<file path="config.mk">
export PLATFORM = sky130hd
export DESIGN_NAME = csv_field_splitter_unit
export DESIGN_NICKNAME = d
export VERILOG_FILES = /design/src/rtl/csvs_pkg.sv /design/src/rtl/csvs_decode.sv /design/src/rtl/csv_field_splitter_unit.sv
export VERILOG_INCLUDE_DIRS = /design/src /design/src/rtl
export SDC_FILE = /design/constraint.sdc
export NUM_CORES = 1
export LEC_CHECK = 0
export BUFFER_PORTS_ARGS = -buffer_cell sky130_fd_sc_hd__buf_2
export CAP_MARGIN = 20
export CORE_MARGIN = 2
export CORE_UTILIZATION = 54
export CTS_CLUSTER_SIZE = 10
export DETAILED_ROUTE_END_ITERATION = 10
export PLACE_DENSITY_LB_ADDON = 0.12
export RECOVER_POWER = 100
export REMOVE_ABC_BUFFERS = 1
export SLEW_MARGIN = 10
export SYNTH_ARGS = -nofsm -noshare
export SYNTH_HDL_FRONTEND = slang
export SYNTH_SLANG_ARGS = --single-unit
</file>
<file path="constraint.sdc">
create_clock -name aclk -period 8.3 [get_ports aclk]
set_clock_uncertainty 0.15 [all_clocks]
set_input_delay 0.83 -clock aclk [delete_from_list [all_inputs] [get_ports aclk]]
set_output_delay 0.83 -clock aclk [all_outputs]
set_load 0.1 [all_outputs]
</file>
<file path="src/rtl/csv_field_splitter_unit_macros.svh">
// Assertion macros for the CSV field splitter.
`ifndef CSV_FIELD_SPLITTER_UNIT_MACROS_SVH
`define CSV_FIELD_SPLITTER_UNIT_MACROS_SVH

`ifndef SYNTHESIS

`define CSVS_ASSERT(label, clk, rstn, prop) \
    label: assert property (@(posedge clk) disable iff (!rstn) prop) \
        else $error("csv splitter assertion failed");

`define CSVS_ASSERT_NEXT(label, clk, rstn, ante, cons) \
    label: assert property (@(posedge clk) disable iff (!rstn) (ante) |=> (cons)) \
        else $error("csv splitter assertion failed");

`else

`define CSVS_ASSERT(label, clk, rstn, prop)

`define CSVS_ASSERT_NEXT(label, clk, rstn, ante, cons)

`endif

`endif

</file>
<file path="src/rtl/csvs_pkg.sv">
// Types and constants shared by the CSV field splitter.
package csvs_pkg;

    localparam logic [7:0] BYTE_QUOTE = 8'h22;
    localparam logic [7:0] BYTE_COMMA = 8'h2C;
    localparam logic [7:0] BYTE_CR    = 8'h0D;
    localparam logic [7:0] MARK0      = 8'hEF;
    localparam logic [7:0] MARK1      = 8'hBB;
    localparam logic [7:0] MARK2      = 8'hBF;

    localparam logic [1:0] KIND_CONTENT = 2'd0;
    localparam logic [1:0] KIND_FIELD   = 2'd1;
    localparam logic [1:0] KIND_LINE    = 2'd2;

    localparam logic [1:0] PHASE_IDLE  = 2'd0;
    localparam logic [1:0] PHASE_HELD1 = 2'd1;
    localparam logic [1:0] PHASE_HELD2 = 2'd2;
    localparam logic [1:0] PHASE_DONE  = 2'd3;

    localparam int MAX_RESULTS = 3;

    typedef struct packed {
        logic       action;
        logic [7:0] data_byte;
    } in_item_t;

    typedef struct packed {
        logic [7:0] out_byte;
        logic [1:0] out_kind;
        logic       last_of_run;
    } out_item_t;

    typedef struct packed {
        logic       inside_quotes;
        logic       quote_pending;
        logic       first_field;
        logic [1:0] mark_phase;
    } state_t;

    typedef struct packed {
        logic [MAX_RESULTS-1:0][7:0] bytes;
        logic [MAX_RESULTS-1:0][1:0] kinds;
        logic [1:0]                  count;
    } bundle_t;

    localparam state_t STATE_RESET = '{
        inside_quotes: 1'b0,
        quote_pending: 1'b0,
        first_field:   1'b1,
        mark_phase:    PHASE_IDLE
    };

endpackage

</file>
<file path="src/rtl/csvs_decode.sv">
// Per-byte tokenizer step: next state and the results one transaction causes.
module csvs_decode (
    input  csvs_pkg::state_t   st,
    input  csvs_pkg::in_item_t item,
    output csvs_pkg::state_t   st_next,
    output csvs_pkg::bundle_t  bundle
);
    import csvs_pkg::*;

    logic       flush;
    logic       emit;
    logic [7:0] emit_byte;
    logic [1:0] emit_kind;
    logic       cont;
    logic       unq;
    logic [7:0] b;

    assign b = item.data_byte;

    always_comb begin
        flush     = 1'b0;
        emit      = 1'b0;
        emit_byte = 8'd0;
        emit_kind = KIND_CONTENT;
        cont      = 1'b0;
        unq       = 1'b0;
        st_next   = st;

        if (item.action) begin
            flush     = 1'b1;
            emit      = 1'b1;
            emit_kind = KIND_LINE;
        end else if (st.quote_pending) begin
            st_next.quote_pending = 1'b0;
            if (b == BYTE_QUOTE) begin
                cont = 1'b1;
            end else begin
                st_next.inside_quotes = 1'b0;
                unq = 1'b1;
            end
        end else if (st.inside_quotes) begin
            if (b == BYTE_QUOTE) begin
                st_next.quote_pending = 1'b1;
            end else begin
                cont = 1'b1;
            end
        end else begin
            unq = 1'b1;
        end

        if (unq) begin
            priority if (b == BYTE_COMMA) begin
                flush     = 1'b1;
                emit      = 1'b1;
                emit_kind = KIND_FIELD;
                st_next.first_field = 1'b0;
            end else if (b == BYTE_QUOTE) begin
                st_next.inside_quotes = 1'b1;
            end else if (b == BYTE_CR) begin
                emit = 1'b0;
            end else begin
                cont = 1'b1;
            end
        end

        if (cont) begin
            emit_byte = b;
            if (!st.first_field) begin
                emit = 1'b1;
            end else begin
                unique case (st.mark_phase)
                    PHASE_IDLE: begin
                        if (b == MARK0) begin
                            st_next.mark_phase = PHASE_HELD1;
                        end else begin
                            st_next.mark_phase = PHASE_DONE;
                            emit = 1'b1;
                        end
                    end
                    PHASE_HELD1: begin
                        if (b == MARK1) begin
                            st_next.mark_phase = PHASE_HELD2;
                        end else begin
                            flush = 1'b1;
                            emit  = 1'b1;
                        end
                    end
                    PHASE_HELD2: begin
                        if (b == MARK2) begin
                            st_next.mark_phase = PHASE_DONE;
                        end else begin
                            flush = 1'b1;
                            emit  = 1'b1;
                        end
                    end
                    PHASE_DONE: begin
                        emit = 1'b1;
                    end
                endcase
            end
        end

        if (flush && st.first_field) begin
            st_next.mark_phase = PHASE_DONE;
        end

        if (item.action) begin
            st_next = STATE_RESET;
        end
    end

    always_comb begin : assemble_proc
        logic [1:0] n;
        n      = 2'd0;
        bundle = '0;
        if (flush && st.first_field) begin
            if (st.mark_phase == PHASE_HELD1 || st.mark_phase == PHASE_HELD2) begin
                bundle.bytes[n] = MARK0;
                bundle.kinds[n] = KIND_CONTENT;
                n = n + 2'd1;
            end
            if (st.mark_phase == PHASE_HELD2) begin
                bundle.bytes[n] = MARK1;
                bundle.kinds[n] = KIND_CONTENT;
                n = n + 2'd1;
            end
        end
        if (emit) begin
            bundle.bytes[n] = emit_byte;
            bundle.kinds[n] = emit_kind;
            n = n + 2'd1;
        end
        bundle.count = n;
    end

endmodule

</file>
<file path="src/rtl/csv_field_splitter_unit.sv">
// CSV line tokenizer top level: state, result register and output drain.
//
//  channel | direction | payload                        | handshake
//  s_      | in        | action, data_byte              | s_valid / s_ready
//  m_      | out       | out_byte, out_kind, last_of_run | m_valid / m_ready
//
// One input transaction per cycle while s_ready is high; the results it
// causes (zero to three) sit in a result register and leave one per cycle.
// A new transaction is taken in the cycle the last result of the previous
// one leaves. Reset clears the tokenizer state and empties the result
// register. Stalls on m_ready hold the current result.
`include "csv_field_splitter_unit_macros.svh"

module csv_field_splitter_unit (
    input  logic                aclk,
    input  logic                aresetn,
    input  logic                s_valid,
    output logic                s_ready,
    input  csvs_pkg::in_item_t  s_data,
    output logic                m_valid,
    input  logic                m_ready,
    output csvs_pkg::out_item_t m_data
);
    import csvs_pkg::*;

    state_t     st_reg;
    state_t     st_next;
    bundle_t    bundle_new;
    bundle_t    bun_reg;
    logic [1:0] idx_reg;
    logic       m_last;
    logic       s_fire;
    logic       m_fire;

    csvs_decode u_decode (
        .st      (st_reg),
        .item    (s_data),
        .st_next (st_next),
        .bundle  (bundle_new)
    );

    assign m_valid = (bun_reg.count != 2'd0);
    assign m_last  = (idx_reg == bun_reg.count - 2'd1);
    assign s_ready = !m_valid || (m_ready && m_last);
    assign s_fire  = s_valid && s_ready;
    assign m_fire  = m_valid && m_ready;

    assign m_data.out_byte    = bun_reg.bytes[idx_reg];
    assign m_data.out_kind    = bun_reg.kinds[idx_reg];
    assign m_data.last_of_run = m_last;

    always_ff @(posedge aclk) begin
        if (!aresetn) begin
            st_reg        <= STATE_RESET;
            bun_reg.count <= 2'd0;
            idx_reg       <= 2'd0;
        end else begin
            if (s_fire) begin
                st_reg  <= st_next;
                bun_reg <= bundle_new;
                idx_reg <= 2'd0;
            end else if (m_fire) begin
                if (m_last) begin
                    bun_reg.count <= 2'd0;
                end else begin
                    idx_reg <= idx_reg + 2'd1;
                end
            end
        end
    end

    `CSVS_ASSERT(a_idx_in_range, aclk, aresetn, m_valid |-> (idx_reg < bun_reg.count))
    `CSVS_ASSERT(a_marker_zero, aclk, aresetn, (m_valid && m_data.out_kind != KIND_CONTENT) |-> (m_data.out_byte == 8'd0))
    `CSVS_ASSERT(a_pending_quoted, aclk, aresetn, st_reg.quote_pending |-> st_reg.inside_quotes)
    `CSVS_ASSERT_NEXT(a_drain_empty, aclk, aresetn, m_fire && m_data.last_of_run && !s_fire, !m_valid)

endmodule

</file>
# Word-level counts from Yosys, hierarchy flattened
# Cells that the tools add are included.
[op_classes]
bitwise = 7
reduce_logical = 24
mux = 79
n_addsub = 4
order_cmp = 5
n_eq_ne = 12
[ops]
columns = ["operator", "n"]
rows = [
  ["$mux 30", 3],
  ["$mux 8", 6],
  ["$mux 2", 20],
  ["$mux 1", 38],
  ["$demux 8 s2", 2],
  ["$bwmux 24", 1],
  ["$eq 8x8->1 const B", 3],
  ["$or 6x18->18", 1],
  ["$bmux 8 s2", 1],
  ["$eq 8x6->1 const B", 2],
  ["$and 2x6->6", 2],
  ["$not 6->6", 2],
  ["$reduce_bool 2->1", 5],
  ["$lt 2x3->1 const B", 3],
  ["$demux 2 s2", 2],
  ["$eq 8x4->1 const B", 1],
  ["$ne 4x2->1 const B", 2],
  ["$add 2x1->2 const B", 3],
  ["$bwmux 6", 1],
  ["$logic_and 1x1->1", 6],
  ["$pmux 2 s3", 1],
  ["$reduce_and 2->1", 3],
  ["$reduce_and 6->1", 1],
  ["$reduce_bool 3->1", 2],
  ["16 further kinds", 20],
]
[word_totals]
output_inout_bits = 13
wordCells = 143
input_bits = 13
register_bits = 39

# Longest topological paths before layout
# Gate-level depths: netlist of the first run.
[logic_depth]
word_depth = 22
mapped_depth = 12
mapped_depth_nobuf = 11

# Hierarchy
# From an unflattened synthesis of the first run, not the netlist that was laid out.
[hier_totals]
cells_unflattened = 242
area_unflattened_um2 = 2391.0
[by_module_without_submodules]
columns = ["module", "area_per_inst_um2", "cells_per_inst", "instances", "seq_area_each_um2"]
rows = [
  ["csv_field_splitter_unit", 1594.0, 120, 1, 1081.0],
  ["csvs_decode", 797.0, 122, 1, 0.0],
]

# Least setup slack after synthesis of the first run
# OpenSTA, ideal clock, no wires.
[synth_timing]
path_kind = "reg2out"
start = "register idx_reg[0]"
end = "output port m_data[10] (netlist name)"
path_stages_with_launch = 5
path_buffers = 2
t_required_ps = 7320
setup_slack_ps = 4195
arrival_ps = 3125
path_cell_list = "dfxtp_1 -> buf_2 -> clkbuf_1 -> mux2i_1 -> o21ai_0"
[synth_lines]
columns = ["item", "line", "text"]
rows = [
  ["from (decl)", "csv_field_splitter_unit.sv:30", "logic [1:0] idx_reg;"],
  ["from (signal assigned)", "csv_field_splitter_unit.sv:66", "idx_reg <= idx_reg + 2'd1;"],
  ["to (decl)", "csv_field_splitter_unit.sv:22", "output csvs_pkg::out_item_t m_data"],
]

==> flow_summary.rst, run 1 <==
.. list-table::
   :header-rows: 1

   * - Metric
     - Value
   * - Row cnt
     - 23
   * - Total vias in the final route
     - 1676
   * - Start point of the worst hold path
     - bun_reg[1]
   * - Hold buffers post-CTS
     - 0
   * - Final antenna diode count
     - 0
   * - Required @ worst endpoint
     - between 7 and 8 ns
   * - Reported leakage power
     - about 0.94 nW
   * - Reg-to-Reg End
     - bun_reg[8]
   * - Synth area leader
     - sky130_fd_sc_hd__edfxtp_1
   * - Y dimension of the die
     - ~70 µm
   * - Number of global-route vias before repair
     - around 1600
   * - Distinct cell type count after synthesis
     - 52
   * - Count of final hold-check violations
     - 0
   * - Async SR Flop Fraction
     - 0
   * - Proportion of layout cells with a drive suffix above 1
     - 0.1215
   * - Worst-Skew Late Latency
     - about 0.29 ns
   * - HPWL after detailed placement
     - about 3400 µm
   * - DRC violation count after routing
     - 0
   * - Share of synthesized area occupied by flip-flops and latches
     - 0.4668
   * - Horizontal die dimension
     - roughly 69 µm
   * - Maximum number of pins on one net before global-route repair
     - 17
   * - Clock Pin Slew Worst Setup and Hold Paths
     - 0.08 ns
   * - Total clock buffers created by CTS
     - 5
   * - Primary FF master, synth
     - sky130_fd_sc_hd__edfxtp_1
   * - Top fanout value on the critical path
     - 13
   * - Avg WL per Cell
     - ~16 µm
   * - Number of instances in the synthesized netlist
     - 221
   * - Maximum level of the CTS H-tree
     - 2
   * - Residual overflow from global routing
     - 0
   * - Overall die area
     - 4829 µm²
   * - Number of flip-flops and latches in the synthesized netlist
     - 39
   * - Detailed Route Iter0 Violations
     - approximately 130
   * - Endpoint of the worst hold path
     - bun_reg[1]
   * - Global placement routability congestion
     - between 0.8 and 0.9
   * - Post-Route Utilization
     - 0.6158
   * - CP max-delay cell
     - sky130_fd_sc_hd__clkbuf_1
   * - I/O pin total
     - 26
   * - Number of violations of the max-capacitance limit
     - 0
   * - CTS tree
     - yes
   * - Worst min-delay path class
     - reg -> reg
   * - Number of vias per cell after detailed routing
     - approximately 5.6
   * - Number of flip-flops under the largest register name
     - 32
   * - Total Nets Final
     - approximately 270
   * - Filler cell count
     - 361
   * - R2R Path Start
     - idx_reg[0]
   * - Sum of negative setup slack
     - 0 ns
   * - Fraction of synthesized cell area taken by the top area cell type
     - 0.3890
   * - Combined area of all synthesized cells
     - between 2000 and 2500 µm²
   * - Run status
     - completed
   * - Sink Count
     - 39
   * - Endpoints failing setup
     - 0
   * - Relative slew margins
     - 0.2272
   * - Largest cells by area after synthesis
     - sky130_fd_sc_hd__edfxtp_1 39%, sky130_fd_sc_hd__dfxtp_1 7.8%, sky130_fd_sc_hd__mux2i_1 5.2%
   * - GRT Resource Usage Total
     - 0.2046
   * - Worst-path cell chain
     - nor2b_1 > nand2_1 > o21ai_0 > clkbuf_1
   * - Yosys Warn Count
     - 0
   * - Share of the clock period used by the worst path
     - 0.4536
   * - RSZ-0062 raised after global routing
     - no
   * - Initial antenna violation count
     - 0
   * - Final number of max-transition violations
     - 0
   * - Number of enable flip-flop cells after synthesis
     - 30
   * - Antenna-violating nets left
     - 0
   * - Worst Setup Start Kind
     - flop
   * - Measured slew at the worst slew-check pin
     - 1.164 ns
   * - Maximum number of buffers from clock root to sink
     - 2
   * - Syn avg cell area
     - approximately 10 µm²
   * - Pre-Repair DR Iteration Count
     - 4
   * - Area of the core region
     - just over 4000 µm²
   * - Port Buffer Count
     - 25
   * - CTS resizes
     - 0
   * - WP data arrival
     - about 2.8 ns
   * - Timing-limited maximum frequency
     - between 200 and 300 MHz
   * - Reg2Reg Setup Slack
     - about 5 ns
   * - First-pass GRT wire length
     - roughly 8000 µm
   * - VDD IR-drop max
     - about 0.14 mV
   * - Depth of the worst register-to-register path
     - 7
   * - Initial Utilization
     - 0.5708
   * - WHS Path Cells
     - 2
   * - Number of buffers inserted to repair setup after CTS
     - 0
   * - Design Power
     - ~0.52 mW
   * - Pwr Density
     - 206.7 nW/µm²
   * - Endpoint type of the worst setup path
     - primary output
   * - Final period demand of the worst path
     - approximately 3.8 ns
   * - Critical Setup Path Class
     - reg -> out
   * - Clock root buffer master
     - sky130_fd_sc_hd__clkbuf_8
   * - Largest stage delay on the critical path
     - between 0.8 and 0.9 ns
   * - Post-detailed-routing wire length
     - 4623 µm
   * - Area Overhead vs Synth
     - 7.888%
-- cell type report --
cell class                      instances  area, µm²  area share
Timing Repair Buffer                   26      111.4     0.04457
Clock inverter                          3      38.79     0.01552
Clock buffer                            5      68.82     0.02754
Tap cell                               50      62.56     0.02504
Inverter                               12      45.04     0.01803
Multi-Input combinational cell        162       1091      0.4367
Sequential cell                        39       1081      0.4326
-- worst max-delay path: cells and delay by family (launching register included) --
family | cells | cell delay, ns
buf+inv | 1 | 0.88
simple gates | 2 | 0.84
flops | 1 | 0.67
compound gates | 1 | 0.10
-- synth_stat cells, types with 3 or more instances --
cell and count:
sky130_fd_sc_hd__a21oi_1 5, sky130_fd_sc_hd__o21ai_0 14, sky130_fd_sc_hd__nand3_1 5, sky130_fd_sc_hd__nor3b_1 3
sky130_fd_sc_hd__nand2_1 21, sky130_fd_sc_hd__a21o_1 5, sky130_fd_sc_hd__nor2b_1 4, sky130_fd_sc_hd__nor2_1 14
sky130_fd_sc_hd__o21bai_1 3, sky130_fd_sc_hd__xnor2_1 4, sky130_fd_sc_hd__ha_1 9, sky130_fd_sc_hd__inv_1 12
sky130_fd_sc_hd__and3_1 3, sky130_fd_sc_hd__nand2b_1 5, sky130_fd_sc_hd__clkbuf_1 3, sky130_fd_sc_hd__nor3_1 3
sky130_fd_sc_hd__dfxtp_1 9, sky130_fd_sc_hd__mux2i_1 12, sky130_fd_sc_hd__nand4_1 3, sky130_fd_sc_hd__edfxtp_1 30
sky130_fd_sc_hd__and2_1 12, sky130_fd_sc_hd__a21o_2 6
-- cells by family after synthesis --
family                     after synthesis  synth area share
buffers and inverters                   20           0.04105
xor gates and xnor gates                 5           0.01891
and+or+nand+nor                         84            0.1956
muxes                                   12           0.05187
AOI/OAI and AO/OA                       52            0.1772
adders and majority gates                9           0.04862
DFF                                     39            0.4668
-- placed cells by master, fill, tap and decap left out, types with 2 or more instances in the layout --
cell type,synthesis,final
sky130_fd_sc_hd__buf_2,1,11
sky130_fd_sc_hd__nand2b_1,5,6
sky130_fd_sc_hd__a21o_2,6,6
sky130_fd_sc_hd__nor2_1,14,14
sky130_fd_sc_hd__o21bai_1,3,3
sky130_fd_sc_hd__inv_1,12,12
sky130_fd_sc_hd__nand4_1,3,3
sky130_fd_sc_hd__nor3_1,3,3
sky130_fd_sc_hd__and3_1,3,4
sky130_fd_sc_hd__nand3_1,5,5
sky130_fd_sc_hd__a21o_1,5,5
sky130_fd_sc_hd__nor4_1,2,2
sky130_fd_sc_hd__dfxtp_1,9,9
sky130_fd_sc_hd__o211ai_1,1,2
sky130_fd_sc_hd__a31oi_1,2,2
sky130_fd_sc_hd__ha_1,9,9
sky130_fd_sc_hd__a21oi_1,5,5
sky130_fd_sc_hd__clkbuf_1,3,15
sky130_fd_sc_hd__o21ai_0,14,15
sky130_fd_sc_hd__a41oi_1,1,2
sky130_fd_sc_hd__nand2_1,21,21
sky130_fd_sc_hd__edfxtp_1,30,30
sky130_fd_sc_hd__nor2b_1,4,4
sky130_fd_sc_hd__xnor2_1,4,4
sky130_fd_sc_hd__and2_0,0,8
sky130_fd_sc_hd__o22ai_1,2,2
sky130_fd_sc_hd__and2_1,12,4
sky130_fd_sc_hd__clkbuf_8,0,5
sky130_fd_sc_hd__o21a_1,2,2
sky130_fd_sc_hd__nor3b_1,3,3
sky130_fd_sc_hd__mux2i_1,12,12
-- report_power, final --
group          leakage, nW  internal (mW)  switching [mW]  total, mW
logic                0.530         0.0330           0.101      0.134
clock network       0.0556         0.0879          0.0635      0.151
registers            0.359          0.225         0.00673      0.231
-- worst max-delay path by stage --
stage | depth (start not counted) | end | start
floorplan | 6 | s_ready | bun_reg[0]
global placement | 10 | bun_reg[24] | s_data[0]
detailed placement | 10 | bun_reg[24] | s_data[0]
CTS | 4 | m_data[9] | idx_reg[1]
global route | 4 | m_data[9] | idx_reg[1]
finish | 4 | m_data[9] | idx_reg[1]
-- metrics by stage --
stage	setup slack [ns]	std cells	cell area (µm²)	hold slack, ns
floorplan	4.194	213	2266	0.3098
global placement	4.910	288	2454	0.3253
detailed placement	4.899	289	2469	0.3397
CTS	4.914	297	2576	0.3517
global route	4.327	297	2499	0.3747
finish	4.535	297	2499	0.3591
-- routing by layer --
layer	up-vias	routed length [µm]	GRT usage
met1	783	2284	0.2840
met3	7	155	0.04360
met4	0	59	0.05229
li1	854	-	-
met2	32	2125	0.3280
met5	-	0	0
No activity file was read; power rests on OpenSTA's default activity.
==> run 2, diff against run 1 <==
Settings changed: CORE_UTILIZATION 54 to 52.
Clock period 8.3 ns to 3.2 ns, I/O delays scaled along.
==> flow_summary.rst, run 2 (synthesized netlist as in run 1, its figures left out) <==
.. list-table::
   :header-rows: 1

   * - Metric
     - Value
   * - Largest stage delay on the critical path
     - 0.46 ns (-0.42 ns)
   * - Number of flip-flops under the largest register name
     - 32 (unchanged)
   * - Area Overhead vs Synth
     - 12.59%
   * - Area of the core region
     - 4324 µm² (+6.6%)
   * - Critical Setup Path Class
     - reg -> reg
   * - Proportion of total power due to net switching
     - 0.3149 (-0.01604)
   * - Relative contribution of combinational cells to total power
     - 0.256 (-0.003)
   * - Port Buffer Count
     - 25 (unchanged)
   * - DRC violation count after routing
     - 0 (unchanged)
   * - Antenna-violating nets left
     - 0 (unchanged)
   * - Filler cell count
     - 381 (+5.5%)
   * - Sink Count
     - 39 (unchanged)
   * - Number of global-route vias before repair
     - 1631 (+1.3%)
   * - Worst min-delay path class
     - in -> reg
   * - WHS Path Cells
     - 2 (unchanged)
   * - Final number of max-transition violations
     - 0 (unchanged)
   * - Total vias in the final route
     - 1702 (+1.6%)
   * - Clock Pin Slew Worst Setup and Hold Paths
     - 0.07 ns (about the same)
   * - Count of final hold-check violations
     - 0 (unchanged)
   * - Number of placed instances with taps included
     - 295 (+2.1%)
   * - Row cnt
     - 24 (+4.3%)
   * - HPWL after detailed placement
     - 3366 µm (about the same)
   * - Pwr Density
     - 551.8 nW/µm² (+170%)
   * - Endpoints failing setup
     - 0 (unchanged)
   * - Hold buffers post-CTS
     - 0 (unchanged)
   * - Measured slew at the worst slew-check pin
     - 1.160 ns (-0.004629 ns)
   * - Overall die area
     - 5003 µm² (+3.6%)
   * - Total Nets Final
     - 272 (+1.5%)
   * - Leading cell type in the layout, fill and taps excluded
     - sky130_fd_sc_hd__edfxtp_1
   * - I/O pin total
     - 26 (unchanged)
   * - Avg WL per Cell
     - 15.45 µm (-0.73%)
   * - Number of buffers inserted to repair setup after CTS
     - 0 (unchanged)
   * - Required @ worst endpoint
     - 3.20 ns (-4.12 ns)
   * - Post-layout instance count excluding filler cells
     - 303 (+2.0%)
   * - First-pass GRT wire length
     - 7817 µm (+0.44%)
   * - Residual overflow from global routing
     - 0 (unchanged)
   * - WP data arrival
     - 2.91 ns (+0.13 ns)
   * - Number of violations of the max-capacitance limit
     - 0 (unchanged)
   * - Maximum number of buffers from clock root to sink
     - 2 (unchanged)
   * - Switching power summed over all nets
     - 0.4530 mW (+170%)
   * - Reported leakage power
     - 0.9937 nW (+5.2%)
   * - Highest-count cells in the layout ignoring fill and taps
     - 30 x sky130_fd_sc_hd__edfxtp_1, 21 x sky130_fd_sc_hd__nand2_1, 14 x sky130_fd_sc_hd__nor2_1, 14 x sky130_fd_sc_hd__o21ai_0, 13 x sky130_fd_sc_hd__clkbuf_1
   * - Share of the clock period used by the worst path
     - 0.9094
   * - CTS tree
     - yes
   * - Initial antenna violation count
     - 0 (unchanged)
   * - Clock root buffer master
     - sky130_fd_sc_hd__clkbuf_8
   * - Final antenna diode count
     - 0 (unchanged)
   * - Detailed Route Iter0 Violations
     - 117 (-11%)
   * - Pre-Repair DR Iteration Count
     - 4 (unchanged)
   * - Top fanout value on the critical path
     - 7 (-6)
   * - Post-detailed-routing wire length
     - 4682 µm (+1.3%)
   * - CTS resizes
     - 0 (unchanged)
   * - Worst Setup Start Kind
     - flop
   * - Depth of the worst register-to-register path
     - 11 (+4)
   * - Worst-Skew Late Latency
     - 0.29 ns (about the same)
   * - Endpoint type of the worst setup path
     - flop
   * - Y dimension of the die
     - 70.74 µm (+1.8%)
   * - Initial Utilization
     - 0.5356 (-0.03518)
   * - Run status
     - completed
   * - Relative slew margins
     - 0.2303 (+0.003073)
   * - RSZ-0062 raised after global routing
     - no
   * - Maximum level of the CTS H-tree
     - 2 (unchanged)
   * - Internal power component
     - 0.9858 mW (+190%)
   * - Horizontal die dimension
     - 70.74 µm (+1.8%)
   * - Sequential share of power
     - 0.413 (-0.035)
   * - Clk pwr share
     - 0.332 (+0.039)
   * - Slack of the critical path
     - 0.2901 ns (-4.245 ns)
   * - Total clock buffers created by CTS
     - 5 (unchanged)
   * - Maximum number of pins on one net before global-route repair
     - 31 (+14)
   * - Worst slack after detailed placement
     - 0.2877 ns (-4.611 ns)
   * - VDD IR-drop max
     - 0.2867 mV (+110%)
   * - GRT Resource Usage Total
     - 0.2016 (-0.002960)
   * - Worst-path cell chain
     - inv_1 > ha_1 > nor2_1 > a31oi_1 > and3_1 > nand2_1 > a21oi_1 > inv_1 > ha_1 > a221oi_4 > o21bai_1
   * - Number of vias per cell after detailed routing
     - 5.617 (-0.46%)
   * - Global placement routability congestion
     - 0.8697 (+4.5%)
   * - CP max-delay cell
     - sky130_fd_sc_hd__a221oi_4
   * - Timing-limited maximum frequency
     - between 300 and 400 MHz
   * - Final period demand of the worst path
     - 2.910 ns
   * - Proportion of layout cells with a drive suffix above 1
     - 0.1673 (+0.04587)
## run 2: path summary, 6_finish.rpt
kind / startpoint / end / slack, ns
max: st_reg[0] / bun_reg[9] / 0.29
min: aresetn / st_reg[2] / 0.13
max reg2reg: st_reg[0] / bun_reg[9] / 0.29
min reg2reg: bun_reg[1] / bun_reg[1] / 0.35
## run 2: power groups by stage
stage	Combinational (mW)	Clock (mW)	Sequential [mW]
2_1_floorplan	0.292	0	0.606
3_3_place_gp	0.371	0	0.604
3_5_place_dp	0.372	0	0.605
4_1_cts	0.373	0.484	0.593
5_1_grt	0.395	0.503	0.597
6_report	0.368	0.477	0.594
## run 2: through the flow
step	total power, mW	setup TNS [ns]	util	instance area [µm²]	hold WS (ns)
2_1_floorplan	0.8986	-25.43	-	2266	0.2418
3_3_place_gp	0.9749	0	0.5767	2494	0.3333
3_5_place_dp	0.9765	0	0.5767	2494	0.3422
4_1_cts	1.451	0	0.6074	2626	0.1302
5_1_grt	1.495	0	0.6030	2608	0.1536
6_report	1.439	0	0.6030	2608	0.1329
## run 2: worst max-delay path: cells and delay by family, from the launching register on
family	cells	cell delay (ns)
compound gates	4	1.20
buf+inv	2	0.19
fa+ha+maj	2	0.49
flops	1	0.35
simple gates	3	0.36
## run 2: layer usage
layer / vias up / track usage / part of all wire
li1: 864 / - / -
met1: 797 / 0.2721 / 0.46
met2: 32 / 0.3281 / 0.49
met3: 9 / 0.02991 / 0.031
met4: 0 / 0.08176 / 0.019
met5: - / 0 / 0
## run 2: layout make-up
cell class	instances	area (µm²)	area share
repair buffers	30	145.1	0.05566
flip-flops and latches	39	1081	0.4146
clock buffers	6	72.57	0.02783
multi-input cells	162	1139	0.4367
clock inverters	2	60.06	0.02303
inverters	12	45.04	0.01727
well taps	52	65.06	0.02495
==> run 3, diff against run 2 <==
Settings changed: ABC_AREA set to 1, CAP_MARGIN 20 to unset, CORE_UTILIZATION 52 to 53.
==> flow_summary.rst, run 3 <==
.. list-table::
   :header-rows: 1

   * - Metric
     - Value
   * - RSZ-0062 raised after global routing
     - no
   * - Pre-Repair DR Iteration Count
     - 4 (unchanged)
   * - Share of the clock period used by the worst path
     - 0.8768 (-0.03258)
   * - Global placement routability congestion
     - 0.8941 (+2.8%)
   * - CP max-delay cell
     - sky130_fd_sc_hd__clkbuf_1
   * - GRT Resource Usage Total
     - 0.2044 (+0.002761)
   * - Sequential share of power
     - 0.450 (+0.037)
   * - VDD IR-drop max
     - 0.1959 mV (-32%)
   * - Combined area of all synthesized cells
     - 2366 µm² (+2.2%)
   * - Total Nets Final
     - 336 (+24%)
   * - Area Overhead vs Synth
     - 9.043%
   * - Global routing usage on met2
     - 0.3385 (+0.01038)
   * - Antenna-violating nets left
     - 0 (unchanged)
   * - Largest cells by area after synthesis
     - sky130_fd_sc_hd__edfxtp_1 38%, sky130_fd_sc_hd__nand2_1 8.6%, sky130_fd_sc_hd__dfxtp_1 7.6%
   * - Avg WL per Cell
     - 12.68 µm (-18%)
   * - Endpoint type of the worst setup path
     - primary output
   * - Count of final hold-check violations
     - 0 (unchanged)
   * - Highest-count cells in the layout ignoring fill and taps
     - 56 x sky130_fd_sc_hd__nand2_1, 36 x sky130_fd_sc_hd__o21ai_0, 33 x sky130_fd_sc_hd__nor2_1
   * - Required @ worst endpoint
     - 2.73 ns (-0.47 ns)
   * - Maximum number of buffers from clock root to sink
     - 2 (unchanged)
   * - Number of enable flip-flop cells after synthesis
     - 30 (unchanged)
   * - Clock root buffer master
     - sky130_fd_sc_hd__clkbuf_8
   * - Detailed Route Iter0 Violations
     - 167 (+43%)
   * - Yosys Warn Count
     - 0 (unchanged)
   * - WP data arrival
     - 2.34 ns (-0.57 ns)
   * - Top fanout value on the critical path
     - 12 (+5)
   * - DRC violation count after routing
     - 0 (unchanged)
   * - Relative contribution of combinational cells to total power
     - 0.318 (+0.062)
   * - Total clock buffers created by CTS
     - 5 (unchanged)
   * - Number of flip-flops and latches in the synthesized netlist
     - 39 (unchanged)
   * - Cell depth of the worst setup path
     - 4 (-7)
   * - Port Buffer Count
     - 25 (unchanged)
   * - Area of the core region
     - 4324 µm² (unchanged)
   * - Number of flip-flops under the largest register name
     - 32 (unchanged)
   * - Initial Utilization
     - 0.5472 (+0.01157)
   * - Switching power summed over all nets
     - 0.5209 mW (+15%)
   * - Timing-limited maximum frequency
     - 356.4 MHz (+3.7%)
   * - Final number of max-transition violations
     - 0 (unchanged)
   * - CTS resizes
     - 0 (unchanged)
   * - I/O pin total
     - 26 (unchanged)
   * - Overall die area
     - 5015 µm² (+0.23%)
   * - Hold buffers post-CTS
     - 0 (unchanged)
   * - Internal power component
     - 0.8309 mW (-16%)
   * - Proportion of total power due to net switching
     - 0.3853 (+0.07047)
   * - Horizontal die dimension
     - 70.82 µm (+0.11%)
   * - Final Hold Slack
     - 0.1065 ns (-0.02644 ns)
   * - Share of synthesized area occupied by flip-flops and latches
     - 0.4569 (-0.009874)
   * - Endpoints failing setup
     - 0 (unchanged)
   * - Final antenna diode count
     - 0 (unchanged)
   * - Row cnt
     - 24 (unchanged)
   * - Worst Setup Start Kind
     - flop
   * - Primary FF master, synth
     - sky130_fd_sc_hd__edfxtp_1
   * - Busiest grt layer
     - met2
   * - Depth of the worst register-to-register path
     - 11 (unchanged)
   * - Measured slew at the worst slew-check pin
     - 1.160 ns (+0.000004649 ns)
   * - Number of violations of the max-capacitance limit
     - 0 (unchanged)
   * - Clk pwr share
     - 0.232 (-0.100)
   * - Syn avg cell area
     - 8.215 µm² (-22%)
   * - Post-detailed-routing wire length
     - 4655 µm (-0.58%)
   * - Synth area leader
     - sky130_fd_sc_hd__edfxtp_1
   * - Library cell appearing most often on the critical path
     - sky130_fd_sc_hd__o21ai_0
   * - Number of placed instances with taps included
     - 359 (+22%)
   * - Worst-path cell chain
     - inv_1 > o21ai_0 > o21ai_0 > clkbuf_1
   * - Largest stage delay on the critical path
     - 0.89 ns (+0.43 ns)
   * - Number of instances in the synthesized netlist
     - 288 (+30%)
   * - Reported leakage power
     - 1.052 nW (+5.9%)
   * - Distinct cell type count after synthesis
     - 36 (-31%)
   * - Count leader, synth
     - sky130_fd_sc_hd__nand2_1
   * - Leading cell type in the layout, fill and taps excluded
     - sky130_fd_sc_hd__nand2_1
   * - Initial antenna violation count
     - 0 (unchanged)
   * - Total vias in the final route
     - 1913 (+12%)
   * - Maximum number of pins on one net before global-route repair
     - 33 (+6.5%)
   * - CTS tree
     - yes
   * - Final period demand of the worst path
     - 2.806 ns (-0.1043 ns)
   * - Pwr Density
     - 523.9 nW/µm² (-5.1%)
   * - Async SR Flop Fraction
     - 0 (unchanged)
   * - Relative slew margins
     - 0.2303 (about the same)
   * - Proportion of layout cells with a drive suffix above 1
     - 0.1587 (-0.008601)
   * - Critical Setup Path Class
     - reg -> out
   * - Fraction of synthesized cell area taken by the top area cell type
     - 0.3808 (-0.008228)
   * - Clock Pin Slew Worst Setup and Hold Paths
     - 0.07 ns (about the same)
   * - Worst slack after detailed placement
     - 0.4183 ns (+0.1306 ns)
   * - WHS Path Cells
     - 2 (unchanged)
   * - Number of buffers inserted to repair setup after CTS
     - 0 (unchanged)
   * - Residual overflow from global routing
     - 0 (unchanged)
   * - Y dimension of the die
     - 70.82 µm (+0.11%)
   * - Post-layout instance count excluding filler cells
     - 367 (+21%)
   * - Sink Count
     - 39 (unchanged)
   * - Worst-Skew Late Latency
     - 0.28 ns (about the same)
   * - Number of global-route vias before repair
     - 1826 (+12%)
   * - HPWL after detailed placement
     - 3479 µm (+3.4%)
   * - Met1 Track Usage GR
     - 0.2661 (-0.005938)
   * - Number of vias per cell after detailed routing
     - 5.213 (-7.2%)
   * - Worst min-delay path class
     - in -> reg
   * - Critical path buffers and inverters
     - 2 (unchanged)
   * - Routing usage on met3
     - 0.04416 (+0.01425)
   * - Maximum level of the CTS H-tree
     - 2 (unchanged)
   * - Family of cells with the greatest summed delay on the critical path
     - buffers and inverters
   * - Slack of the critical path
     - 0.3943 ns (+0.1043 ns)
   * - Commonest cells in the netlist
     - 54 x sky130_fd_sc_hd__nand2_1, 34 x sky130_fd_sc_hd__nor2_1, 30 x sky130_fd_sc_hd__edfxtp_1
   * - Run status
     - completed
   * - First-pass GRT wire length
     - 8114 µm (+3.8%)
-- run 3: changes by cell type in the layout (fill, tap and decap cells not counted), sizes merged, moves of 4 or more --
cell	delta
nand2	+45
o21ai	+26
inv	+25
nor2	+23
nand3	+18
and2	-13
mux2i	-12
a21o	-11
nand2b	-6
and3	-5
nor2b	-4
-- run 3: logic make-up after synthesis --
group,Yosys count,share of synthesized area
buffers and inverters,46,0.07826
AO/OA/AOI/OAI,54,0.1264
flip-flops,39,0.4569
AND/OR/NAND/NOR,139,0.2871
adder cells (fa/ha/maj),9,0.04759
XOR/XNOR,1,0.003702
-- run 3: path summary, 6_finish.rpt --
check / from / to / slack, ns
setup reg to reg: bun_reg[0] / st_reg[3] / 0.47
setup / recovery: idx_reg[1] / m_data[10] / 0.39
hold reg to reg: bun_reg[1] / bun_reg[1] / 0.34
hold / removal: aresetn / st_reg[2] / 0.11
-- run 3: final cells by class --
type                    count  area, µm²
flip-flops and latches     39       1081
inverters                  38      142.6
repair buffers             27      123.9
clock buffers               7      76.32
fillers                   424       1744
clock inverters             1      5.005
multi-input cells         203       1086
well taps                  52      65.06
-- run 3: worst reg2reg max path, cell delays in order, from the launching register on --
cell and delay, ns:
sky130_fd_sc_hd__dfxtp_1 0.36, sky130_fd_sc_hd__inv_1 0.07, sky130_fd_sc_hd__ha_1 0.30, sky130_fd_sc_hd__xnor2_1 0.12, sky130_fd_sc_hd__a21oi_1 0.22, sky130_fd_sc_hd__nand2_1 0.08, sky130_fd_sc_hd__nand2_1 0.09, sky130_fd_sc_hd__nand2_1 0.14
sky130_fd_sc_hd__nor2_2 0.10, sky130_fd_sc_hd__clkbuf_2 0.60, sky130_fd_sc_hd__nand2_1 0.13, sky130_fd_sc_hd__o32ai_1 0.28
-- run 3: layer usage --
metal,vias to the layer above,wire [µm]
met5,-,0
met4,0,32
met3,2,254
met2,40,2257
met1,864,2110
li1,1007,-
-- run 3: power groups by stage --
stage	sequential [mW]	clock, mW	combinational [mW]
floorplan	0.615	0	0.366
global placement	0.619	0	0.443
detailed placement	0.620	0	0.445
CTS	0.608	0.315	0.447
global route	0.613	0.342	0.470
finish	0.608	0.314	0.430
-- run 3: through the flow --
| stage | TNS [ns] | instance area [µm²] | total power [mW] | utilization |
|---|---|---|---|---|
| 2_1_floorplan | -80.56 | 2323 | 0.9812 | - |
| 3_5_place_dp | 0 | 2531 | 1.065 | 0.5854 |
| 3_3_place_gp | 0 | 2531 | 1.061 | 0.5854 |
| 4_1_cts | 0 | 2613 | 1.371 | 0.6042 |
| 5_1_grt | 0 | 2580 | 1.424 | 0.5966 |
| 6_report | 0 | 2580 | 1.352 | 0.5966 |
